===== config.mk =====
export PLATFORM = sky130hd
export DESIGN_NAME = tx_ring_dma_chunker_top
export DESIGN_NICKNAME = d
export VERILOG_FILES = /design/src/rtl/core/trdc_pkg.sv /design/src/rtl/core/tx_ring_dma_chunker_top.sv /design/src/rtl/core/trdc_ram.sv
export SDC_FILE = /design/constraint.sdc
export NUM_CORES = 2
export LEC_CHECK = 0
export BUFFER_PORTS_ARGS = -buffer_cell sky130_fd_sc_hd__buf_2
export CAP_MARGIN = 20
export CORE_MARGIN = 10
export CORE_UTILIZATION = 50
export DETAILED_ROUTE_END_ITERATION = 10
export PLACE_DENSITY_LB_ADDON = 0.2
export SLEW_MARGIN = 20
export SYNTH_ARGS = -nofsm -noshare
export SYNTH_HDL_FRONTEND = slang
export SYNTH_SLANG_ARGS = --single-unit

===== constraint.sdc =====
create_clock -name clock -period 3.57 [get_ports clock]
set_input_delay 0.357 -clock clock [delete_from_list [all_inputs] [get_ports clock]]
set_output_delay 0.357 -clock clock [all_outputs]
set_load 0.005 [all_outputs]

===== src/rtl/core/trdc_pkg.sv =====
`default_nettype none
// ----------------------------------------------------------------------------
// trdc_pkg
// Shared types, constants and helpers for the transmit ring DMA chunker.
// ----------------------------------------------------------------------------
package trdc_pkg;

   localparam int DEPTH   = 256;
   localparam int PTR_W   = $clog2(DEPTH);
   localparam int BYTE_W  = 8;
   localparam int MODE_W  = 2;
   localparam int FIDX_W  = 8;
   localparam int FIDX_N  = 2 ** FIDX_W;

   localparam logic [PTR_W-1:0] LAST_POS = PTR_W'(DEPTH - 1);
   localparam logic [PTR_W:0]   DEPTH_W  = (PTR_W + 1)'(DEPTH);

   typedef logic [PTR_W-1:0] ptr_type;

   typedef enum logic [MODE_W-1:0] {
      MODE_PUSH     = 2'd0,
      MODE_KICK     = 2'd1,
      MODE_COMPLETE = 2'd2,
      MODE_FETCH    = 2'd3
   } mode_type;

   typedef ptr_type wrap_tbl_type [FIDX_N];

   // fetch index folded into the buffer range, built at elaboration
   function automatic wrap_tbl_type build_wrap_tbl();
      wrap_tbl_type t;
      for (int i = 0; i < FIDX_N; i++) begin
         t[i] = PTR_W'(i % DEPTH);
      end
      return t;
   endfunction

   localparam wrap_tbl_type FETCH_WRAP = build_wrap_tbl();

   function automatic ptr_type next_slot(input ptr_type p);
      return (p == LAST_POS) ? '0 : p + 1'b1;
   endfunction

endpackage
`default_nettype wire


===== src/rtl/core/tx_ring_dma_chunker_top.sv =====
// Pipeline: a result passes the stage-1 and output registers after its input beat is accepted.
// Throughput: one beat per cycle while the result side keeps up; stage 1
//   covers the registered read port of the byte store.
// Reset: positions, chunk length, busy flag and valid bits clear on a
//   synchronous reset; the byte store is not cleared and needs no clearing pass.
`default_nettype none
// ----------------------------------------------------------------------------
// tx_ring_dma_chunker_top
// Transmit ring buffer that feeds a DMA engine with contiguous chunks.
// ----------------------------------------------------------------------------
module tx_ring_dma_chunker_top (
   input  wire logic                           clock,
   input  wire logic                           reset,
   input  wire logic                           req_valid,
   output logic                                req_ready,
   input  wire logic [trdc_pkg::MODE_W-1:0]    req_mode,
   input  wire logic [trdc_pkg::BYTE_W-1:0]    req_data_byte,
   input  wire logic [trdc_pkg::FIDX_W-1:0]    req_fetch_index,
   output logic                                rsp_valid,
   input  wire logic                           rsp_ready,
   output logic                                rsp_accepted,
   output logic                                rsp_full_res,
   output logic                                rsp_start_res,
   output logic      [7:0]                     rsp_start_index,
   output logic      [7:0]                     rsp_start_length,
   output logic      [trdc_pkg::BYTE_W-1:0]    rsp_read_data
);
   import trdc_pkg::*;

   // ring state
   ptr_type wp_ff, wp_in;
   ptr_type rp_ff, rp_in;
   ptr_type chunk_ff, chunk_in;
   logic    busy_ff, busy_in;

   // stage 1: result fields waiting for the store read
   logic        s1_valid_ff;
   logic        s1_fetch_ff;
   logic        s1_acc_ff;
   logic        s1_full_ff;
   logic        s1_start_ff;
   logic [7:0]  s1_sidx_ff;
   logic [7:0]  s1_slen_ff;

   // output register
   logic              out_valid_ff;
   logic              out_acc_ff;
   logic              out_full_ff;
   logic              out_start_ff;
   logic [7:0]        out_sidx_ff;
   logic [7:0]        out_slen_ff;
   logic [BYTE_W-1:0] out_rdata_ff;

   logic              req_fire;
   logic              out_free;
   logic              s1_adv;
   mode_type          mode;
   logic              wr_en;
   logic              rd_en;
   ptr_type           rd_addr;
   logic [BYTE_W-1:0] ram_q;

   logic              acc;
   logic              started;
   ptr_type           sidx;
   ptr_type           slen;
   ptr_type           rp_mid;
   logic              busy_mid;
   ptr_type           chunk_mid;
   logic [PTR_W:0]    rp_sum;

   assign out_free  = !out_valid_ff || rsp_ready;
   assign s1_adv    = s1_valid_ff && out_free;
   assign req_ready = !s1_valid_ff || out_free;
   assign req_fire  = req_valid && req_ready;
   assign mode      = mode_type'(req_mode);

   assign rp_sum = {1'b0, rp_ff} + {1'b0, chunk_ff};

   always_comb begin
      wp_in     = wp_ff;
      rp_in     = rp_ff;
      chunk_in  = chunk_ff;
      busy_in   = busy_ff;
      acc       = 1'b0;
      started   = 1'b0;
      sidx      = '0;
      slen      = '0;
      wr_en     = 1'b0;
      rd_en     = 1'b0;
      rp_mid    = rp_ff;
      busy_mid  = busy_ff;
      chunk_mid = chunk_ff;

      // completion retires the running chunk before any new start
      if (mode == MODE_COMPLETE && busy_ff) begin
         if (chunk_ff != '0) begin
            rp_mid    = (rp_sum >= DEPTH_W) ? PTR_W'(rp_sum - DEPTH_W) : PTR_W'(rp_sum);
            chunk_mid = '0;
         end
         busy_mid = 1'b0;
      end

      unique case (mode) inside
         MODE_PUSH: begin
            if (next_slot(wp_ff) != rp_ff) begin
               wr_en = req_fire;
               wp_in = next_slot(wp_ff);
               acc   = 1'b1;
            end
         end
         MODE_KICK, MODE_COMPLETE: begin
            rp_in    = rp_mid;
            busy_in  = busy_mid;
            chunk_in = chunk_mid;
            if (!busy_mid && rp_mid != wp_ff) begin
               started  = 1'b1;
               sidx     = rp_mid;
               slen     = (wp_ff > rp_mid) ? wp_ff - rp_mid : PTR_W'(DEPTH_W - {1'b0, rp_mid});
               chunk_in = slen;
               busy_in  = 1'b1;
            end
         end
         MODE_FETCH: begin
            rd_en = req_fire;
         end
         default: begin
         end
      endcase
   end

   assign rd_addr = FETCH_WRAP[req_fetch_index];

   trdc_ram #(
      .WIDTH (BYTE_W),
      .DEPTH (DEPTH)
   ) u_store (
      .clock   (clock),
      .wr_en   (wr_en),
      .wr_addr (wp_ff),
      .wr_data (req_data_byte),
      .rd_en   (rd_en),
      .rd_addr (rd_addr),
      .rd_data (ram_q)
   );

   always_ff @(posedge clock) begin
      if (reset) begin
         wp_ff        <= '0;
         rp_ff        <= '0;
         chunk_ff     <= '0;
         busy_ff      <= 1'b0;
         s1_valid_ff  <= 1'b0;
         out_valid_ff <= 1'b0;
      end else begin
         if (req_fire) begin
            wp_ff    <= wp_in;
            rp_ff    <= rp_in;
            chunk_ff <= chunk_in;
            busy_ff  <= busy_in;
         end
         if (req_fire) begin
            s1_valid_ff <= 1'b1;
         end else if (s1_adv) begin
            s1_valid_ff <= 1'b0;
         end
         if (s1_adv) begin
            out_valid_ff <= 1'b1;
         end else if (rsp_ready) begin
            out_valid_ff <= 1'b0;
         end
      end
   end

   always_ff @(posedge clock) begin
      if (req_fire) begin
         s1_fetch_ff <= (mode == MODE_FETCH);
         s1_acc_ff   <= acc;
         s1_full_ff  <= (next_slot(wp_in) == rp_in);
         s1_start_ff <= started;
         s1_sidx_ff  <= 8'(sidx);
         s1_slen_ff  <= 8'(slen);
      end
      if (s1_adv) begin
         out_acc_ff   <= s1_acc_ff;
         out_full_ff  <= s1_full_ff;
         out_start_ff <= s1_start_ff;
         out_sidx_ff  <= s1_sidx_ff;
         out_slen_ff  <= s1_slen_ff;
         out_rdata_ff <= s1_fetch_ff ? ram_q : '0;
      end
   end

   assign rsp_valid        = out_valid_ff;
   assign rsp_accepted     = out_acc_ff;
   assign rsp_full_res     = out_full_ff;
   assign rsp_start_res    = out_start_ff;
   assign rsp_start_index  = out_sidx_ff;
   assign rsp_start_length = out_slen_ff;
   assign rsp_read_data    = out_rdata_ff;

`ifndef SYNTHESIS
   // chunk length is nonzero exactly while a transfer runs
   a_chunk_busy: assert property (@(posedge clock) disable iff (reset)
      (busy_ff == (chunk_ff != '0)))
      else $error("chunk length and busy flag disagree");

   // a running chunk holds data, so the ring is never empty while busy
   a_busy_nonempty: assert property (@(posedge clock) disable iff (reset)
      busy_ff |-> (wp_ff != rp_ff))
      else $error("ring empty while a chunk is in flight");

   a_ptr_range: assert property (@(posedge clock) disable iff (reset)
      (wp_ff <= LAST_POS) && (rp_ff <= LAST_POS))
      else $error("ring position out of range");

   // a push never starts a chunk
   a_push_no_start: assert property (@(posedge clock) disable iff (reset)
      rsp_valid |-> !(rsp_accepted && rsp_start_res))
      else $error("stored push reported a chunk start");

   a_stage_hold: assert property (@(posedge clock) disable iff (reset)
      (s1_valid_ff && !s1_adv) |=> s1_valid_ff)
      else $error("pending beat lost in stage 1");
`endif

endmodule
`default_nettype wire


===== src/rtl/core/trdc_ram.sv =====
`default_nettype none
// ----------------------------------------------------------------------------
// trdc_ram
// Generic single-write, single-read RAM with registered read data.
// ----------------------------------------------------------------------------
module trdc_ram #(
   parameter int WIDTH = 8,
   parameter int DEPTH = 256
) (
   input  wire logic                     clock,
   input  wire logic                     wr_en,
   input  wire logic [$clog2(DEPTH)-1:0] wr_addr,
   input  wire logic [WIDTH-1:0]         wr_data,
   input  wire logic                     rd_en,
   input  wire logic [$clog2(DEPTH)-1:0] rd_addr,
   output logic      [WIDTH-1:0]         rd_data
);

   logic [WIDTH-1:0] mem_ff [DEPTH];
   logic [WIDTH-1:0] rd_data_ff;

   always_ff @(posedge clock) begin
      if (wr_en) begin
         mem_ff[wr_addr] <= wr_data;
      end
      if (rd_en) begin
         rd_data_ff <= mem_ff[rd_addr];
      end
   end

   assign rd_data = rd_data_ff;

endmodule
`default_nettype wire

Word-level counts from Yosys, hierarchy flattened

Memories as Yosys holds them, arrays and structs flattened. A register that Yosys moved wholly into a read port is not among the register bits.
Index checks and enable logic that the tools add are counted.

Mux-type cells: 27
Eq/ne operators: 8
$add $sub $neg: 6
Bitwise operators: 1
Order comparisons: 3
Reduce and logical (&&, ||, !) cells: 19

Operators by type and width:

| cell                | count |
|---|---|
| $mux 8              | 14 |
| $ge 9x9->1 const B  | 2 |
| $add 8x1->8 const B | 2 |
| $eq 8x8->1 const B  | 2 |
| $ne 8x8->1          | 2 |
| $mux 1              | 13 |
| $add 8x8->9         | 1 |
| $not 8->9           | 1 |
| $eq 8x8->1          | 1 |
| $gt 8x8->1          | 1 |
| $reduce_bool 2->1   | 4 |
| $reduce_bool 8->1   | 1 |
| $sub 1x8->8 const A | 1 |
| $sub 8x1->8 const B | 1 |
| $sub 8x8->8         | 1 |
| $eq 2x2->1 const B  | 2 |
| $logic_and 1x1->1   | 4 |
| $reduce_and 2->1    | 2 |
| $reduce_and 4->1    | 1 |
| $logic_not 1->1     | 3 |
| $eq 2x1->1 const B  | 1 |
| $logic_not 2->1     | 1 |
| $logic_or 1x1->1    | 2 |
| $reduce_or 2->1     | 1 |

Bits of input ports: 22
ROM bits: 2,048
Bits in writable memories: 2,048
Memories: 2
Logic and storage cells: 84
Output and inout port bits: 29
Bits in registers: 74

Memories:

| name            | words | width | rd ports | clocked after Yosys merged registers in | wr ports | RTL line                       | RTL |
|---|---|---|---|---|---|---|---|
| (no name shown) | 256   | 8     | 1        | 0                                       | 0        | tx_ring_dma_chunker_top.sv:132 | `assign rd_addr = FETCH_WRAP[req_fetch_index];` |
| u_store.mem_ff  | 256   | 8     | 1        | 1                                       | 1        | trdc_ram.sv:19                 | `logic [WIDTH-1:0] mem_ff [DEPTH];` |

Depth between registers and ports, before layout

Depth in word-level cells: 9
Gate-level depth with buffers: 20
Mapped depth without buffers: 19

Cells and area by module

A second synthesis with hierarchy kept.

Cell total of the unflattened synthesis: 4,207
Area, all modules: 84,307.1 um^2

By module, submodules not included:

| module                  | cells each | area an instance (um^2) | instances | sequential area each (um^2) |
|---|---|---|---|---|
| trdc_ram                | 3,733      | 79,636.4                | 1         | 61,739.2 |
| tx_ring_dma_chunker_top | 474        | 4,670.7                 | 1         | 1,951.9 |

Worst setup path before layout

No wires, ideal clock.

Path kind: register to register
Start: register wp_ff[0]
End: register s1_full_ff (data pin)
Buffers on the path: 3
Clock period less this slack: 3.666 ns
Arrival: 3.497 ns
Library setup time: 0.170 ns
Stages on the path, launching flop included: 20
Data required time: 3.400 ns
Path slack: -0.096 ns
Cells stage by stage: dfxtp_1 buf_2 inv_1 ha_1 xor2_1 a21oi_1 o311ai_1 a2111oi_2 a31o_1 buf_6 inv_6 buf_6 nand2_1 o21ai_0 ha_1 a22o_1 or2_0 mux2i_1 nand4_1 nor4_2

Longest elaborated chain between the ends: 8
Elaborated cells between the ends (all ways): 10
Those cells by class: 2 x add/sub; 4 x eq/ne; 4 x mux

RTL lines:

| element                                   | RTL line                       | RTL |
|---|---|---|
| start: declaration                        | tx_ring_dma_chunker_top.sv:31  | `ptr_type wp_ff, wp_in;` |
| start signal: assignment                  | tx_ring_dma_chunker_top.sv:157 | `wp_ff <= wp_in;` |
| $add 8x1->8 or $eq 8x8->1 (tied branches) | trdc_pkg.sv:41                 | `return (p == LAST_POS) ? '0 : p + 1'b1;` |
| $mux 8 (*)                                | trdc_pkg.sv:41                 |  |
| $ne 8x8->1                                | tx_ring_dma_chunker_top.sv:106 | `if (next_slot(wp_ff) != rp_ff) begin` |
| $mux 8 (*)                                | tx_ring_dma_chunker_top.sv:106 |  |
| $mux 8 (*)                                | tx_ring_dma_chunker_top.sv:104 | `unique case (mode) inside` |
| via wp_in[1]                              | tx_ring_dma_chunker_top.sv:31  |  |
| $add 8x1->8 or $eq 8x8->1 (tied branches) | trdc_pkg.sv:41                 |  |
| $mux 8 (*)                                | trdc_pkg.sv:41                 |  |
| $eq 8x8->1 (*)                            | tx_ring_dma_chunker_top.sv:179 | `s1_full_ff <= (next_slot(wp_in) == rp_in);` |
| end signal: assignment                    | tx_ring_dma_chunker_top.sv:179 |  |
| end: declaration                          | tx_ring_dma_chunker_top.sv:40  | `logic s1_full_ff;` |

Mark *: on every way through the listed nets, which the timed path passes. The rest lies on a longest branch.
A chain may end at the register's enable or synchronous reset.

Worst setup path after layout

Start: register rp_ff[1]
End: register chunk_ff[5]

Longest elaborated chain between the ends: 9
Elaborated cells between the ends (all ways): 16
Those cells by class: 4 x add/sub; 2 x order compare; 1 x eq/ne; 5 x mux; 4 x reduce/logical

RTL lines:

| element                                                             | RTL line                       | RTL |
|---|---|---|
| start: declaration                                                  | tx_ring_dma_chunker_top.sv:32  | `ptr_type rp_ff, rp_in;` |
| start signal: assignment                                            | tx_ring_dma_chunker_top.sv:158 | `rp_ff <= rp_in;` |
| $add 8x8->9                                                         | tx_ring_dma_chunker_top.sv:78  | `assign rp_sum = {1'b0, rp_ff} + {1'b0, chunk_ff};` |
| $sub 8x1->8 or $ge 9x9->1 (tied branches)                           | tx_ring_dma_chunker_top.sv:98  | `rp_mid = (rp_sum >= DEPTH_W) ? PTR_W'(rp_sum - DEPTH_W) : PTR_W'(rp_sum);` |
| $mux 8                                                              | tx_ring_dma_chunker_top.sv:98  |  |
| $mux 8                                                              | tx_ring_dma_chunker_top.sv:97  | `if (chunk_ff != '0) begin` |
| $mux 8 (*)                                                          | tx_ring_dma_chunker_top.sv:96  | `if (mode == MODE_COMPLETE && busy_ff) begin` |
| parallel branches: the longest is 4 deep, another holds $sub 1x8->8 | n/a                            |  |
| end signal: assignment                                              | tx_ring_dma_chunker_top.sv:159 | `chunk_ff <= chunk_in;` |
| end: declaration                                                    | tx_ring_dma_chunker_top.sv:33  | `ptr_type chunk_ff, chunk_in;` |

Every way passes the cells marked *.

==> PnR_summary.wiki <==
{| class="wikitable"
! Metric !! Value
|-
| Number of antenna violations at the first check in global routing || 18
|-
| Core region area || 165000 um2
|-
| Vias after detailed routing || 39650
|-
| Crit Reg-Reg Startpoint || rp_ff[1]
|-
| Global-route wire length before repair || 287000 um
|-
| Critical R2R Capture || chunk_ff[5]
|-
| Number of standard cells in the final layout excluding fillers || 6556
|-
| Number of enable-type register cells in the synthesized netlist || 2103
|-
| Met1 usage || 30.0%
|-
| Startpoint kind of the worst setup timing path || register
|-
| CTS tree || yes
|-
| DRT Wirelength || 197000 um
|-
| DRC violation total after the first TritonRoute iteration || 4282
|-
| Skew-Pair Late Insertion Delay || 820 ps
|-
| Share of cells above drive strength 1 || 37.5%
|-
| Met2 Use GR || 34.1%
|-
| Final clock period utilization by the worst path || 100%
|-
| Final hold viol count || 0
|-
| Mean area per synthesized cell || 22.6 um2
|-
| Yosys reg bits || 2130
|-
| Number of clock sinks seen by CTS || 2130
|-
| Number of endpoints failing setup at the final stage || 3
|-
| Static power due to leakage || 30.7 nW
|-
| Unrepaired setup endpoints after global routing || true
|-
| Post-route clock skew || 23.2 ps
|-
| Least setup slack across all paths after layout || -11.2 ps
|-
| Die Area || 184000 um2
|-
| Cell row count || 149
|-
| Post-synth top cells || sky130_fd_sc_hd__edfxtp_1 (2103), sky130_fd_sc_hd__mux4_2 (680), sky130_fd_sc_hd__nor2_1 (320), sky130_fd_sc_hd__clkbuf_1 (123), sky130_fd_sc_hd__nand2_1 (60)
|-
| Total instance count after detailed placement || 6146
|-
| DRC violations left || 0
|-
| Top-count cell post-synth || sky130_fd_sc_hd__edfxtp_1
|-
| Post-route antenna net violation count || 0
|-
| Maximum achievable frequency || 279 MHz
|-
| Cell count after synthesis || 3684
|-
| Vias in the first global route || 40298
|-
| Number of cells traversed by the worst register-to-register path || 19
|-
| Layout net count || 4241
|-
| Pre-CTS setup slack || -206 ps
|-
| H-tree depth || 4
|-
| Final RePlAce weighted congestion || 0.857
|-
| Critical path origin || rp_ff[1]
|-
| Routed length per placed instance || 30.0 um
|-
| Area share of the largest cell type after synthesis || 75.7%
|-
| Initial cell density of the core || 50.5%
|-
| Clock slew at the register clock pins of the worst setup and hold paths || 60 ps
|-
| Max rail drop VDD || 0.544 mV
|-
| Die Y || 428 um
|-
| Cell types occupying the most area after synthesis || sky130_fd_sc_hd__edfxtp_1 (76%), sky130_fd_sc_hd__mux4_2 (18%), sky130_fd_sc_hd__nor2_1 (1.4%)
|-
| Normalized max-slew margin || 23.3%
|-
| Worst EP required || 4310 ps
|-
| Violated checks || negative setup slack
|-
| Main flop type after synthesis || sky130_fd_sc_hd__edfxtp_1
|-
| Bufs on Longest Clock Path || 3
|-
| Vias per std cell || 6.05
|-
| Number of pins exceeding their max-slew limit in the final report || 0
|-
| Post-Syn Nets || 3732
|-
| Area leader, netlist || sky130_fd_sc_hd__edfxtp_1
|-
| Category of the worst setup path capture point || register
|-
| Met3 usage || 4.60%
|-
| Io pins || 51
|-
| Sequential fraction of the synthesis area || 76.3%
|-
| Hold Path Origin || req_data_byte[3]
|-
| Initial DRT Pass Iterations || 6
|-
| Critical-path maximum fanout || 5
|-
| Total grt overflow || 0
|-
| Die width || 428 um
|-
| Synth warn || 0
|-
| Fin crit period || 3580 ps
|-
| Share of flip-flops with an asynchronous set or reset || 0%
|-
| Final HPWL DP || 127000 um
|-
| Pin slew with the least headroom to its limit || 1150 ps
|-
| Start-to-end type of the worst setup path || reg2reg
|-
| Max-capacitance violation count || 0
|-
| Worst Setup EP || chunk_ff[5]
|-
| Data arrival time of the critical path || 4320 ps
|-
| Clk root buf || sky130_fd_sc_hd__clkbuf_16
|-
| All-Layer GR Usage || 21.3%
|-
| Post-synth cell types || 64
|-
| Status || finished, violations left
|-
| Power density relative to cell area || 531 nW/um2
|-
| Filler cell count || 11696
|-
| Area growth from synthesis to final layout || 16.6%
|-
| Pin count of the biggest net entering global routing || 147
|-
| Busiest layer in global routing || met2
|-
| Num CTS Buffers || 209
|-
| Mapped Area || 83400 um2
|-
| Worst reg-to-reg setup slack || -10 ps
|-
| Overall power after layout || 51.6 mW
|-
| Port buffer count || 50
|-
| Class of the worst hold path || in2reg
|}
## state kept, by name (all words and copies together), names as in the netlist, 8 cells and up
signal	count
u_store.mem_ff	2048
chunk_ff	8
rp_ff	8
rsp_read_data	8
rsp_start_index	8
rsp_start_length	8
s1_sidx_ff	8
s1_slen_ff	8
u_store.rd_data	8
wp_ff	8
## through the flow
stage / hold WS (ps) / cell area, um2 / TNS (ps) / util (%)
after floorplan: 400 / 83400 / -49.8 / -
after global placement: 405 / 90000 / -2210 / 54.4
after detailed placement: 407 / 90000 / -29740 / 54.4
after CTS: 0.256 / 96700 / -21.2 / 58.4
after global routing: 18.4 / 97200 / -3200 / 58.8
final: 25.3 / 97300 / -31.7 / 58.8
## placed cells by master (no fill, tap or decap), drive strengths merged, types with 26 or more instances in the layout
cell type and count:
clkbuf 266, nand2 61, clkinv 93, edfxtp 2103
inv 26, buf 500, mux4 680, dfxtp 27
nor2 320, a21oi 32
## where the power goes
group / total [mW] / switching [mW] / internal (mW) / leakage, nW
sequential: 27.6 / 0.0420 / 27.5 / 19.2
clock: 20.9 / 9.10 / 11.8 / 3.16
combinational: 3.16 / 1.77 / 1.40 / 8.41
## routing by layer
metal  vias to the layer above  part of all wire (%)
met2                      1580                    49
met5                         -                 0.026
met3                       236                   7.8
met4                         8                   1.9
met1                     21223                    41
li1                      16603                     -
## cell families (layout without fill, tap and decap cells)
logic type,Yosys count,in the layout,synth area share (%)
AOI/OAI and AO/OA,107,107,0.825
xor gates and xnor gates,34,34,0.382
adders and majority gates,26,26,0.408
buffers and inverters,231,908,1.17
DFF,2130,2130,76.3
muxes,696,696,18.6
other,0,6,0
and+or+nand+nor,460,460,2.32
## worst max-delay path: stages (launching register included)
cell,delay (ps)
sky130_fd_sc_hd__dfxtp_2,330
sky130_fd_sc_hd__ha_4,230
sky130_fd_sc_hd__a21o_1,180
sky130_fd_sc_hd__a21oi_2,170
sky130_fd_sc_hd__o21bai_2,110
sky130_fd_sc_hd__a2111oi_4,370
sky130_fd_sc_hd__nor3_2,100
sky130_fd_sc_hd__xor2_1,190
sky130_fd_sc_hd__nand2_1,110
sky130_fd_sc_hd__xor2_1,170
sky130_fd_sc_hd__ha_1,300
sky130_fd_sc_hd__nand4_1,130
sky130_fd_sc_hd__nor2b_1,140
sky130_fd_sc_hd__nor2_1,60
sky130_fd_sc_hd__a21o_4,240
sky130_fd_sc_hd__buf_8,150
sky130_fd_sc_hd__a211oi_2,240
sky130_fd_sc_hd__buf_4,170
sky130_fd_sc_hd__a22oi_2,40
sky130_fd_sc_hd__nor2_1,90
## how the worst min path moves through the flow
| stage | to | slack [ps] | cells past startpoint |
|---|---|---|---|
| floorplan | rsp_accepted | 400 | 0 |
| global placement | rsp_start_index[7] | 410 | 0 |
| detailed placement | rsp_start_length[1] | 410 | 0 |
| CTS | u_store.mem_ff[222][3] | 0.3 | 1 |
| global route | u_store.mem_ff[207][3] | 20 | 1 |
| finish | u_store.mem_ff[222][3] | 30 | 1 |
## layout make-up
| type | count | area, um2 | area share (%) |
|---|---|---|---|
| diodes | 6 | 15.0 | 0.0154 |
| flip-flops and latches | 2130 | 63700 | 65.5 |
| well taps | 2189 | 2740 | 2.82 |
| clock inverters | 113 | 861 | 0.885 |
| repair buffers | 509 | 4940 | 5.08 |
| clock buffers | 266 | 5600 | 5.76 |
| multi-input cells | 1323 | 19300 | 19.9 |
| inverters | 20 | 82.6 | 0.0849 |
## what timing repair did
| action | CTS | global route |
|---|---|---|
| hold buffers | 9 | 0 |
| gates cloned | 1 | 0 |
| buffers inserted | 6 | 11 |
| endpoints found under the setup margin | 949 | 1597 |
| hold endpoints to repair | 73 | 0 |
| gates resized for setup | 33 | 159 |
| pin swaps | 17 | 35 |
(Power assumes the default switching activity.)
